$ cat src/design/owrb_pkg.sv
// Overwriting ring buffer: shared types, operation codes and parameter defaults.
// No dependencies; used by owrb_outq, owrb_ctrl and the top level.
`timescale 1ns / 1ps

package owrb_pkg;

    localparam int DEPTH_DEF        = 1024;
    localparam int RECORD_WIDTH_DEF = 64;
    localparam int MAX_BURST_DEF    = 64;

    localparam int DATA_W  = 64;
    localparam int COUNT_W = 7;
    localparam int KIND_W  = 2;

    localparam logic [KIND_W-1:0] KIND_WRITE = 2'd0;
    localparam logic [KIND_W-1:0] KIND_READ  = 2'd1;
    localparam logic [KIND_W-1:0] KIND_CLEAR = 2'd2;

    typedef enum logic {
        ST_IDLE,
        ST_READ
    } owrb_state_t;

    typedef struct packed {
        logic valid;
        logic last;
        logic empty;
    } owrb_rd_req_t;

    typedef struct packed {
        logic [1:0] count;
        logic       pop;
    } owrb_q_stat_t;

endpackage

$ cat src/design/owrb_outq.sv
// Two-entry output queue that decouples memory reads from result backpressure.
// Depends on owrb_pkg for the status struct.
`timescale 1ns / 1ps

module owrb_outq #(
    parameter int WIDTH = 64
) (
    input  logic                  clk,
    input  logic                  rstn,
    input  logic                  push,
    input  logic [WIDTH-1:0]      push_data,
    input  logic                  push_last,
    input  logic                  push_empty,
    output logic                  out_valid,
    input  logic                  out_ready,
    output logic [WIDTH-1:0]      out_data,
    output logic                  out_last,
    output logic                  out_empty,
    output owrb_pkg::owrb_q_stat_t stat
);

    logic [WIDTH+1:0] slot_reg [2];
    logic [1:0]       count_reg;
    logic [1:0]       count_next;
    logic             wr_ptr_reg;
    logic             rd_ptr_reg;
    logic             pop;

    assign out_valid = (count_reg != 2'd0);
    assign pop       = out_valid && out_ready;
    assign {out_data, out_last, out_empty} = slot_reg[rd_ptr_reg];
    assign stat.count = count_reg;
    assign stat.pop   = pop;

    always_comb begin
        count_next = count_reg;
        case ({push, pop})
            2'b10:   count_next = count_reg + 2'd1;
            2'b01:   count_next = count_reg - 2'd1;
            default: count_next = count_reg;
        endcase
    end

    always_ff @(posedge clk) begin
        if (push) begin
            slot_reg[wr_ptr_reg] <= {push_data, push_last, push_empty};
        end
    end

    always_ff @(posedge clk) begin
        if (!rstn) begin
            count_reg  <= 2'd0;
            wr_ptr_reg <= 1'b0;
            rd_ptr_reg <= 1'b0;
        end else begin
            count_reg <= count_next;
            if (push) begin
                wr_ptr_reg <= ~wr_ptr_reg;
            end
            if (pop) begin
                rd_ptr_reg <= ~rd_ptr_reg;
            end
        end
    end

endmodule

$ cat config.mk
export PLATFORM = sky130hd
export DESIGN_NAME = owrb_outq
export DESIGN_NICKNAME = d
export VERILOG_FILES = /design/src/design/owrb_pkg.sv /design/src/design/owrb_outq.sv
export SDC_FILE = /design/constraint.sdc
export NUM_CORES = 1
export LEC_CHECK = 0
export ABC_CLOCK_PERIOD_IN_PS = 3900
export BUFFER_PORTS_ARGS = -buffer_cell sky130_fd_sc_hd__buf_2
export CORE_MARGIN = 2
export CORE_UTILIZATION = 48
export CTS_BUF_LIST = sky130_fd_sc_hd__clkbuf_8
export CTS_CLUSTER_SIZE = 8
export DETAILED_ROUTE_END_ITERATION = 10
export PLACE_DENSITY = 0.83
export SETUP_SLACK_MARGIN = 0.2
export SLEW_MARGIN = 10
export SYNTH_ARGS = -nofsm -noshare
export SYNTH_HDL_FRONTEND = slang
export SYNTH_SLANG_ARGS = --single-unit
$ cat constraint.sdc
create_clock -name clk -period 3.9 [get_ports clk]
set_clock_uncertainty 0.1 [all_clocks]
set_input_delay 0.195 -clock clk [delete_from_list [all_inputs] [get_ports clk]]
set_output_delay 0.195 -clock clk [all_outputs]
set_load 0.01 [all_outputs]
* Word-level counts from Yosys, hierarchy flattened *
Memories as Yosys holds them, arrays and structs flattened. A register that Yosys moved wholly into a read port is not among the register bits.
Cells that the tools add are included.

word-level totals
  bits in registers = 4
  RAM bits = 132
  output and inout bits = 70
  logic and storage cells = 18
  memories = 1

operators by class
  add/sub/neg operators = 2
  equal/unequal tests = 2
  mux-type cells = 5
  bitwise operators = 2
  reduce and logical (&&, ||, !) cells = 3

memories
  name      depth  width  read ports  clocked after memory_dff  wr ports  line             text
  slot_reg  2      66     1           1                         1         owrb_outq.sv:22  logic [WIDTH+1:0] slot_reg [2];

operators with widths
  cell                   number
  $mux W1                4
  $pmux W2 S2            1
  $reduce_bool A2 Y1     2
  $add A2 B1 Y2 const B  1
  $eq A2 B1 Y1 const B   1
  $eq A2 B2 Y1 const B   1
  $not A1 Y1             2
  $sub A2 B1 Y2 const B  1
  $logic_and A1 B1 Y1    1

* Longest topological paths before layout *
  depth in word-level cells = 4
  mapped depth = 5

* Least setup slack after synthesis *
Ideal clock, no wire load.

  path type = reg-to-reg
  from = register wr_ptr_reg
  to = memory slot_reg[0][0] (netlist bit) (enable)
  library setup time = 0.493 ns
  arrival time = 3.093 ns
  required time = 3.307 ns
  setup slack = 0.214 ns
  cell stages (with the launch flop) = 2
  path buffers = 0
  clock period less this slack = 3.686 ns
  path through = dfxtp_1 > nor2_1

RTL lines
  element                 line             text
  start, declared         owrb_outq.sv:25  logic wr_ptr_reg;
  start signal, assigned  owrb_outq.sv:58  wr_ptr_reg <= ~wr_ptr_reg;
  end, declared           owrb_outq.sv:22

Straight into the memory's write port.

==> impl_metrics.csv <==
group,metric,value,unit
worst_setup_path,end_kind,"output port",
die,die_w,106,um
drt,avgViaCountPerCell,4.73,
timing,relSlewSlack,40.6,%
worst_setup_path,reg2reg_from,"wr_ptr_reg",
drt,first_iter_violations,145,
timing,rsz0062_at_grt,"false",
global_routing,grt_max_degree,67,
yosys,syn_area,4980,um2
final_layout,drive_gt1_share,52.6,%
clock_tree,root_buffer,"clkbuf_8",
global_routing,grt_util_met1,19.2,%
yosys,synth_nets,299,
timing,worstMarginPinSlew,0.891,ns
placed_design,place_inst,498,
hold_path,worstHoldPathType,"in -> reg",
drt,drt-total-wl,9650,um
worst_setup_path,crit_slowest_cell,"dfxtp_2",
global_routing,grt_antenna_before_repair,0,
timing,finalMaxSlewViolations,0,
yosys,ys_seq_elements,137,
final_layout,fillers,711,
timing,finalHoldViolCount,0,
worst_setup_path,start_kind,"flip-flop",
die,initial_core_util,48.9,%
power,power.internal,2.82,mW
clock_tree,cts.repair.resized,0,
hold_path,holdCritStartpoint,"out_ready",
worst_setup_path,cp.required,3.61,ns
worst_setup_path,worstPathMaxFanout,26,
power,p_per_area,541,nW/um2
yosys,seq_area_frac_synth,81.6,%
yosys,yosysWarningCount,0,
flow_run,drv_cap,0,
drt,routedWlPerCell,16.1,um
clock_tree,clk_pin_slew,0.07,ns
clock_tree,clk_path_buf_depth,2,
die,num_rows,37,
status,status,"complete, no violations",
yosys,avgSynthCellArea,21.8,um2
power,ir_drop,0.367,mV
yosys,yosysUniqueCellTypes,16,
worst_setup_path,worstPathArrival,2.14,ns
power,pwr-share-seq,47.5,%
final_layout,n_antenna_cell,0,
drt,ant_nets,0,
drt,dr.pass1.iters,4,
clock_tree,cts_tree,"done",
timing,fin_setup_tns,0,ns
global_routing,grt_pass1_wl,14800,um
die,die_y,106,um
power,p_sw_share,24.9,%
timing,setup_viol,0,
worst_setup_path,setup.worst_path.class,"reg -> out",
global_routing,grtUsageMet3,5.38,%
timing,timing.fmax,410,MHz
final_layout,layout_common_cells,"buf_2 (139), edfxtp_1 (132), dlygate4sd3_1 (68)",
global_routing,overflow,0,
global_routing,grt_pass1_vias,3108,
placed_design,io_buffers,139,
final_layout,fin_nets,520,
timing,layout_min_cycle_time,2.44,ns
clock_tree,cts_setup_buffers,0,
clock_tree,cts_htree_levels,4,
power,clkPwrFrac,31.6,%
worst_setup_path,crit_buf_inv,2,
global_routing,grt.busiest_layer,"met2",
drt,vias,2828,
yosys,syn_inst,228,
die,core-area,10200,um2
die,die_area,11200,um2
power,switchingPower,0.933,mW
final_layout,instances_no_fill,598,
worst_setup_path,crit_chain,"buf_4 > mux2_2 > buf_2",
global_routing,use_met2,31.2,%
timing,layout_setup_ws,1.46,ns
worst_setup_path,max_stage_delay,0.74,ns
final_layout,utilization,68.0,%
clock_tree,cts_num_sinks,137,
drt,drc,0,
power,leakage,2.62,nW
power,p_comb_share,21.0,%
clock_tree,cts_buffers,17,
timing,min_period_over_period,62.5,%
worst_setup_path,cp_top_family,"flip-flops",
final_layout,largest_register_ffs,132,
global_routing,track_usage,17.9,%
final_layout,final_common_cell,"buf_2",
clock_tree,clk_latency,0.42,ns
placed_design,dpl.hpwl,5510,um
power,power,3.75,mW
placed_design,place_congestion,0.680,
placed_design,dp_slack,1.86,ns
die,ios,140,
final_layout,area_delta_synth_final,39.2,%
==> power groups by stage <==
stage	clock network [mW]	registers (mW)	logic, mW
after floorplan	0	1.77	0.511
after global placement	0	1.81	0.721
after global routing	1.27	1.79	0.844
after CTS	1.21	1.78	0.791
after detailed placement	0	1.82	0.734
final	1.18	1.78	0.786
==> cells in the mapped netlist, drive strengths merged <==
master | n | area, um2
a21boi | 1 | 7.51
and2 | 2 | 12.5
buf | 8 | 52.6
dfxtp | 5 | 100
edfxtp | 132 | 3960
ha | 1 | 12.5
inv | 1 | 3.75
mux2 | 66 | 743
nor2 | 1 | 3.75
nor2b | 3 | 18.8
o21a | 2 | 15.0
o21ai | 1 | 5.00
or2 | 1 | 6.26
or3 | 1 | 6.26
xnor2 | 3 | 26.3
==> kinds of logic after synthesis <==
logic type	count (synthesis)	synth area share [%]
fa+ha+maj	1	0.251
mux	66	14.9
flops	137	81.6
simple gates	8	0.955
xor+xnor	3	0.528
compound gates	4	0.553
buf+inv	9	1.13
==> worst reg2reg max path, stage by stage, from the launching register on <==
cell and delay, ns:
dfxtp_1 0.35, nor2_4 0.50, buf_4 0.65
==> metrics by stage <==
stage	area, um2	hold WS [ns]
global placement	5820	0.282
detailed placement	5820	0.287
CTS	6930	0.142
finish	6930	0.167
floorplan	4980	0.194
global route	6930	0.188
==> path summary, 6_finish.rpt <==
check	endpoint	slack, ns	cells past startpoint
min reg2reg	flip-flop	0.46	2
max	out_data[62]	1.46	3
max reg2reg	slot_reg[0][36]	1.92	2
min	flip-flop	0.17	4
==> per-layer routing <==
| metal | part of all wire, % | vias up | routed length (um) |
|---|---|---|---|
| met5 | 0 | - | 0 |
| met4 | 3.2 | 0 | 304 |
| met3 | 5.3 | 24 | 513 |
| met2 | 53 | 108 | 5090 |
| met1 | 39 | 1359 | 3740 |
| li1 | - | 1337 | - |
==> cell type report <==
cell class              count  area (um2)  share of cell area, %
flip-flops and latches    137        4070                   58.7
clock inverters            12         148                   2.13
repair buffers            210        1400                   20.2
well taps                 136         170                   2.46
multi-input cells          82         867                   12.5
clock buffers              20         275                   3.97
inverters                   1        3.75                 0.0542
==> what timing repair did <==
| item | in CTS | in global routing |
|---|---|---|
| setup endpoints to repair | 0 | 0 |
| hold endpoints to repair | 137 | 0 |
| hold buffers | 68 | 0 |
No activity file was read; power rests on OpenSTA's default activity.
