## src/design/owrb_pkg.sv

```systemverilog
// Overwriting ring buffer: shared types, operation codes and parameter defaults.
// No dependencies; used by owrb_outq, owrb_ctrl and the top level.
`timescale 1ns / 1ps

package owrb_pkg;

    localparam int DEPTH_DEF        = 1024;
    localparam int RECORD_WIDTH_DEF = 64;
    localparam int MAX_BURST_DEF    = 64;

    localparam int DATA_W  = 64;
    localparam int COUNT_W = 7;
    localparam int KIND_W  = 2;

    localparam logic [KIND_W-1:0] KIND_WRITE = 2'd0;
    localparam logic [KIND_W-1:0] KIND_READ  = 2'd1;
    localparam logic [KIND_W-1:0] KIND_CLEAR = 2'd2;

    typedef enum logic {
        ST_IDLE,
        ST_READ
    } owrb_state_t;

    typedef struct packed {
        logic valid;
        logic last;
        logic empty;
    } owrb_rd_req_t;

    typedef struct packed {
        logic [1:0] count;
        logic       pop;
    } owrb_q_stat_t;

endpackage

```

## src/design/owrb_ctrl.sv

```systemverilog
// Pointer and read sequencer: head/tail pointers, write/clear handling and
// read issue under output-queue credit. Depends on owrb_pkg.
`timescale 1ns / 1ps

module owrb_ctrl #(
    parameter int DEPTH        = 1024,
    parameter int MAX_BURST    = 64,
    parameter int PTR_W        = $clog2(DEPTH)
) (
    input  logic                        clk,
    input  logic                        rstn,
    input  logic                        in_valid,
    output logic                        in_ready,
    input  logic [owrb_pkg::KIND_W-1:0] kind,
    input  logic [owrb_pkg::COUNT_W-1:0] want,
    output logic                        mem_we,
    output logic [PTR_W-1:0]            mem_waddr,
    output logic                        mem_re,
    output logic [PTR_W-1:0]            mem_raddr,
    output owrb_pkg::owrb_rd_req_t      rd_req,
    input  owrb_pkg::owrb_q_stat_t      q_stat
);

    localparam int CNT_W = $clog2(MAX_BURST + 1);
    localparam int CMP_W = ((PTR_W > CNT_W) ? PTR_W : CNT_W) + 1;

    owrb_pkg::owrb_state_t  state_reg, state_next;
    logic [PTR_W-1:0]       head_reg, head_next;
    logic [PTR_W-1:0]       tail_reg, tail_next;
    logic [CNT_W-1:0]       remaining_reg, remaining_next;
    logic                   empty_reg, empty_next;
    owrb_pkg::owrb_rd_req_t rd_req_reg, rd_req_next;

    logic [PTR_W-1:0] head_adv;
    logic [PTR_W-1:0] tail_adv;
    logic [PTR_W:0]   wrap_sum;
    logic [PTR_W-1:0] avail;
    logic [CNT_W-1:0] want_c;
    logic [CNT_W-1:0] n;
    logic [2:0]       occ;
    logic             credit;
    logic             is_last;

    assign head_adv = (head_reg == PTR_W'(DEPTH - 1)) ? '0 : head_reg + 1'b1;
    assign tail_adv = (tail_reg == PTR_W'(DEPTH - 1)) ? '0 : tail_reg + 1'b1;
    assign wrap_sum = (PTR_W + 1)'(DEPTH) - {1'b0, tail_reg} + {1'b0, head_reg};
    assign avail    = (head_reg >= tail_reg) ? head_reg - tail_reg : wrap_sum[PTR_W-1:0];
    assign want_c   = (want > owrb_pkg::COUNT_W'(MAX_BURST)) ? CNT_W'(MAX_BURST)
                                                             : want[CNT_W-1:0];
    assign n        = (CMP_W'(want_c) < CMP_W'(avail)) ? want_c : CNT_W'(avail);

    assign occ    = {1'b0, q_stat.count} + {2'b00, rd_req_reg.valid} - {2'b00, q_stat.pop};
    assign credit = (occ < 3'd2);

    assign mem_waddr = head_reg;
    assign mem_raddr = tail_reg;
    assign rd_req    = rd_req_reg;

    always_ff @(posedge clk) begin
        if (!rstn) begin
            state_reg     <= owrb_pkg::ST_IDLE;
            head_reg      <= '0;
            tail_reg      <= '0;
            remaining_reg <= '0;
            empty_reg     <= 1'b0;
            rd_req_reg    <= '0;
        end else begin
            state_reg     <= state_next;
            head_reg      <= head_next;
            tail_reg      <= tail_next;
            remaining_reg <= remaining_next;
            empty_reg     <= empty_next;
            rd_req_reg    <= rd_req_next;
        end
    end

    always_comb begin
        state_next     = state_reg;
        head_next      = head_reg;
        tail_next      = tail_reg;
        remaining_next = remaining_reg;
        empty_next     = empty_reg;
        rd_req_next    = '0;
        mem_we         = 1'b0;
        mem_re         = 1'b0;
        is_last        = empty_reg || (remaining_reg == CNT_W'(1));
        in_ready       = (state_reg == owrb_pkg::ST_IDLE);
        case (state_reg)
            owrb_pkg::ST_IDLE: begin
                if (in_valid) begin
                    case (kind)
                        owrb_pkg::KIND_WRITE: begin
                            mem_we    = 1'b1;
                            head_next = head_adv;
                            if (head_adv == tail_reg) begin
                                tail_next = tail_adv;
                            end
                        end
                        owrb_pkg::KIND_READ: begin
                            if (want_c != '0) begin
                                remaining_next = n;
                                empty_next     = (avail == '0);
                                state_next     = owrb_pkg::ST_READ;
                            end
                        end
                        owrb_pkg::KIND_CLEAR: begin
                            head_next = '0;
                            tail_next = '0;
                        end
                        default: begin
                        end
                    endcase
                end
            end
            owrb_pkg::ST_READ: begin
                if (credit) begin
                    rd_req_next.valid = 1'b1;
                    rd_req_next.last  = is_last;
                    rd_req_next.empty = empty_reg;
                    if (!empty_reg) begin
                        mem_re         = 1'b1;
                        tail_next      = tail_adv;
                        remaining_next = remaining_reg - 1'b1;
                    end
                    if (is_last) begin
                        state_next = owrb_pkg::ST_IDLE;
                        if (!empty_reg && (tail_adv == head_reg)) begin
                            head_next = '0;
                            tail_next = '0;
                        end
                    end
                end
            end
            default: begin
                state_next = owrb_pkg::ST_IDLE;
            end
        endcase
    end

endmodule

```

## config.mk

```make
export PLATFORM = sky130hd
export DESIGN_NAME = owrb_ctrl
export DESIGN_NICKNAME = d
export VERILOG_FILES = /design/src/design/owrb_pkg.sv /design/src/design/owrb_ctrl.sv
export SDC_FILE = /design/constraint.sdc
export NUM_CORES = 1
export LEC_CHECK = 0
export BUFFER_PORTS_ARGS = -buffer_cell sky130_fd_sc_hd__buf_4
export CAP_MARGIN = 20
export CORE_MARGIN = 5
export CORE_UTILIZATION = 40
export DETAILED_ROUTE_END_ITERATION = 8
export GPL_ROUTABILITY_DRIVEN = 0
export GPL_TIMING_DRIVEN = 0
export HOLD_SLACK_MARGIN = 0.06
export PLACE_DENSITY_LB_ADDON = 0.08
export REMOVE_ABC_BUFFERS = 1
export SETUP_SLACK_MARGIN = 0.5
export SYNTH_ARGS = -nofsm -noshare
export SYNTH_HDL_FRONTEND = slang
export SYNTH_SLANG_ARGS = --single-unit
export TNS_END_PERCENT = 10
```

## constraint.sdc

```tcl
create_clock -name clk -period 7.6 [get_ports clk]
set_clock_uncertainty 0.15 [all_clocks]
set_input_delay 0.38 -clock clk [delete_from_list [all_inputs] [get_ports clk]]
set_output_delay 0.38 -clock clk [all_outputs]
set_load 0.01 [all_outputs]
```

---- Word-level counts from Yosys, hierarchy flattened ----
Cells that the tools add are included.
storage, ports and cells
  output and inout bits ................... 26
  register bits ........................... 32
  word-level logic and storage cells ...... 87
  input bits .............................. 15
operators by class
  multiplexer cells ....................... 38
  reduce and logical (&&, ||, !) cells .... 12
  bitwise operators ....................... 1
  order comparisons ....................... 4
  equal/unequal tests ..................... 16
  $add $sub $neg .......................... 8
operator list
  operator               count
  $mux 10                13
  $pmux 10 s2            4
  $mux 7                 7
  $add 10x1->10 const B  2
  $eq 10x10->1           2
  $eq 10x10->1 const B   2
  $pmux 7 s2             1
  $mux 1                 11
  $add 10x10->10         1
  $ge 10x10->1           1
  $logic_not 10->1       1
  $lt 7x10->1            1
  $ne 2x1->1 const B     5
  $reduce_and 5->1       2
  $sub 1x10->10 const A  1
  $sub 10x10->10         1
  $reduce_and 4->1       2
  $eq 7x1->1 const B     1
  $gt 7x7->1 const B     1
  $reduce_bool 7->1      1
  $sub 7x1->7 const B    1
  $ne 2x2->1 const B     2
  $add 2x1->3            1
  $lt 3x2->1 const B     1
  other kinds (14)       14

---- Logic depth before layout (Yosys ltp) ----
  word-level depth ........................ 9
  mapped depth ............................ 17
  gate-level depth less buffers ........... 16

---- Least setup slack after synthesis ----
OpenSTA, ideal clock, no wires.
  kind .................................... register -> register
  start point ............................. register tail_reg[1], in the netlist mem_raddr[1]
  end point ............................... register remaining_reg[6]
  data arrival time ....................... 3.177 ns
  setup time .............................. 0.114 ns
  cell stages (with the launch flop) ...... 18
  slack ................................... 4.158 ns
  path buffers ............................ 1
  period minus slack after synthesis ...... 3.442 ns
  cells stage by stage .................... dfxtp_1 buf_2 inv_1 ha_1 nor2b_1 o31a_1 o21ai_1 nand2_1 xnor2_1 inv_1 ha_1 o21ai_0 nor2_1 o41ai_1 a21oi_1 o311ai_4 mux2i_1 a2111oi_0
between the ends
  cells in the longest elaborated chain, start to end .. 9
  elaborated cells between the ends (all ways) .. 11
RTL lines
  what                      RTL line          RTL
  start: declaration        owrb_ctrl.sv:29   logic [PTR_W-1:0] tail_reg, tail_next;
  start signal: assignment  owrb_ctrl.sv:70   tail_reg <= tail_next;
  $sub 1x10->10             owrb_ctrl.sv:46   assign wrap_sum = (PTR_W + 1)'(DEPTH) - {1'b0, tail_reg} + {1'b0, head_reg};
  $add 10x10->10            owrb_ctrl.sv:46
  $mux 10 *                 owrb_ctrl.sv:47   assign avail = (head_reg >= tail_reg) ? head_reg - tail_reg : wrap_sum[PTR_W-1:0];
  $lt 7x10->1               owrb_ctrl.sv:50   assign n = (CMP_W'(want_c) < CMP_W'(avail)) ? want_c : CNT_W'(avail);
  $mux 7 *                  owrb_ctrl.sv:50
  $mux 7 *                  owrb_ctrl.sv:100  if (want_c != '0) begin
  $mux 7 *                  owrb_ctrl.sv:91   case (kind)
  $mux 7 *                  owrb_ctrl.sv:90   if (in_valid) begin
  $pmux 7 s2 *              owrb_ctrl.sv:88   case (state_reg)
  end signal: assignment    owrb_ctrl.sv:71   remaining_reg <= remaining_next;
  end: declaration          owrb_ctrl.sv:30   logic [CNT_W-1:0] remaining_reg, remaining_next;
Mark *: on every way between the ends. The rest lies on a longest branch, timed or not. The select of a mux whose other input is x is not followed.
A chain may end at the register's enable or synchronous reset.

---- Worst setup path in the final report ----
Same ends and word-level chain as after synthesis.

==> reports/metrics.cfg <==
[clock_network]
cts.sinks = 32
cts-root-buf = clkbuf_8
htreeDepth = 2
cts-resized-gates = 0
insertion_delay_ns = 0.29
post_cts_buffers = 0
numCtsBuffers = 5
path_clk_slew_ns = 0.07
clk_path_buf_depth = 2
cts_hold_buffers = 0
cts_tree = built

[logic_synthesis]
yosysMostFrequentCell = nand2_1
synth_flop_cell = dfxtp_1
synth_common_cells = 37 x nand2_1, 33 x inv_1, 32 x dfxtp_1
synth_top_family_by_area = simple AND/OR/NAND/NOR gates
syn_area_sq_um = 3180
synth_adder_area_share_pct = 9.12
yosysTopAreaCellShare_pct = 20.1
ys_warn_count = 0
synthCells = 425
synth-edff-count = 0
synthTopCellsByArea = dfxtp_1 20%, ha_1 7.9%, a21oi_1 4.6%, nand2_1 4.4%, inv_1 3.9%
yosysTopAreaCell = dfxtp_1
synth-xor-area-share_pct = 5.50
yosysUniqueCellTypes = 71
synth_compound_area_share_pct = 26.1
yosys.area_share.simple_pct = 27.9
synth_seq_cells = 32
synth.area.mux_share_pct = 3.18
syn_area_per_cell_sq_um = 7.49
ys_seq_area_share_pct = 20.1
ys_async_sr_fraction_pct = 0

[setup_path]
path_buf_inv = 2
required_ns = 7.61
worst_path_max_delay_cell = dfxtp_1
r2r-end = remaining_reg[6]$_SDFFE_PN0P_
r2r_setup_slack_ns = 3.60
ff2ff_path_depth = 16
path_class = reg -> reg
cp_cell_sequence = inv_1, ha_1, nor2b_1, o31a_1, o21ai_1, nand2_1, xnor2_1, inv_1, ha_1, o21ai_0, nor2_1, o41ai_1, a21oi_1, o311ai_4, mux2i_1, a2111oi_0
path_max_fanout = 12
cpPeakStageDelay_ns = 0.66
start_kind = flop
r2r-start = mem_raddr[1]$_SDFFE_PN0P_
crit_family = compound AO/OA/AOI/OAI gates
endpoint_kind = flop
arrival_ns = 4.01

[final_layout]
area_growth_pct = 12.5
ff_latch_area_sq_um = 641
fin_util_pct = 46.3
final_area_sq_um = 3580
n_fill_cell = 768
n_antenna_cell = 0
multi_input_area_sq_um = 2290
drive_gt1_share_pct = 13.3
finalNetCount = 488

[timing]
setup-tns-final_ns = 0
tightest_slew_ns = 0.988
finalMaxSlewViolations = 0
rsz0062_at_grt = no
timing.final.crit_share_pct = 52.6
slew-limit-headroom_pct = 34.0
period_minus_slack_ns = 4.00
timing.fmax_ghz = 0.250
setup_violations = 0
hold_viol = 0

[power_and_ir_drop]
power_density_nw_per_um2 = 128
switching_power_w = 0.000148
peakVddDrop_v = 0.0000474
comb_power_share_pct = 27.7
internal-power_w = 0.000309
leakage_nw = 1.44
clockPowerShare_pct = 32.5
seq_power_share_pct = 39.8
switching_share_pct = 32.4

[grt]
gr-max-usage-layer = met2
antenna_found_initial = 0
grt_util_met2_pct = 28.8
grt_pass1_wl_mm = 15.1
grt_pass1_vias = 2960
grt.total_usage_pct = 18.8
met1_usage_pct = 27.4
overflow = 0
grtUsageMet3_pct = 3.44
grt_start_max_net_pins = 19

[drt]
drc_errors = 0
num_vias = 3285
drtPass1Iterations = 5
totalWireLength_mm = 9.26
wl_per_cell_um = 16.7
ant_nets = 0
via_per_inst = 5.94
drt_iter0_drc = 236

[min_path]
hold_depth = 3
hp-class = in -> reg
min-delay-start = rstn
worstHoldEndpoint = mem_waddr[6]$_SDFFE_PN0P_

[floorplan]
core_area_sq_um = 7730
start_util_pct = 41.2
rows = 32
dieHeight_um = 99.2
die_area_sq_um = 9840
die_x_um = 99.2
num_io_pins = 41

[placement]
place_area_sq_um = 3480
portBuffers = 40
place_hpwl_mm = 7.10

[flow_run]
cap_violations = 0

[outcome]
status = complete, no violations

[cell type report]
class | instances | share of cell area (%)
multi-input combinational | 338 | 63.9
sequential | 32 | 17.9
timing repair buffer | 40 | 8.39
tap | 102 | 3.57
inverter | 34 | 3.57
clock buffer | 7 | 2.69
[logic make-up after synthesis]
kind of cell             count (synthesis)
buffers and inverters                   55
adder cells (fa/ha/maj)                 22
XOR/XNOR                                20
AO/OA/AOI/OAI                          120
AND/OR/NAND/NOR                        166
flip-flops                              32
multiplexers                            10
[worst max-delay path by stage]
stage / start / to / slack [ns] / depth (start not counted)
6_report: mem_raddr[1]$_SDFFE_PN0P_ / remaining_reg[6]$_SDFFE_PN0P_ / 3.60 / 16
5_1_grt: mem_raddr[1]$_SDFFE_PN0P_ / remaining_reg[6]$_SDFFE_PN0P_ / 3.18 / 16
3_3_place_gp: mem_raddr[1]$_SDFFE_PN0P_ / remaining_reg[6]$_SDFFE_PN0P_ / 3.68 / 16
4_1_cts: mem_raddr[1]$_SDFFE_PN0P_ / remaining_reg[6]$_SDFFE_PN0P_ / 3.58 / 16
2_1_floorplan: mem_raddr[1]$_SDFFE_PN0P_ / remaining_reg[6]$_SDFFE_PN0P_ / 4.18 / 16
3_5_place_dp: mem_raddr[1]$_SDFFE_PN0P_ / remaining_reg[6]$_SDFFE_PN0P_ / 3.61 / 16
[metrics by stage]
step / total power, W / cells / hold slack, ns / setup WS [ns]
6_report: 0.000457 / 553 / 0.266 / 3.60
5_1_grt: 0.000482 / 553 / 0.264 / 3.18
4_1_cts: 0.000461 / 553 / 0.258 / 3.58
3_5_place_dp: 0.000312 / 546 / 0.333 / 3.61
3_3_place_gp: 0.000311 / 546 / 0.332 / 3.68
2_1_floorplan: 0.000275 / 404 / 0.311 / 4.18
[tightest hold or removal path: cells and delay by family]
family                 cells  cell delay, ns
AO/OA/AOI/OAI              2            0.12
buffers and inverters      1            0.15
[power groups by stage]
stage	Clock (W)	Sequential [W]	Combinational [W]
after floorplan	0	0.000183	0.0000928
after CTS	0.000152	0.000181	0.000127
after global placement	0	0.000185	0.000126
after global routing	0.000157	0.000183	0.000142
final	0.000149	0.000182	0.000127
after detailed placement	0	0.000185	0.000126
[placed cells by master, fill, tap and decap left out, types with 10 or more instances in the layout]
cell | synthesis | layout
nand3_1 | 17 | 17
xnor2_1 | 12 | 12
inv_1 | 33 | 33
nor2b_1 | 10 | 10
nor3_1 | 14 | 14
dfxtp_1 | 32 | 32
buf_4 | 5 | 40
ha_1 | 20 | 20
a21oi_1 | 29 | 29
nor2_1 | 30 | 30
o21ai_0 | 23 | 23
nand2_1 | 37 | 37
[per-layer routing]
metal / part of all wire, % / vias to the layer above
li1: - / 1621
met3: 8.1 / 13
met4: 1.1 / 0
met5: 0 / -
met2: 43 / 131
met1: 48 / 1520
(Power assumes the default switching activity.)
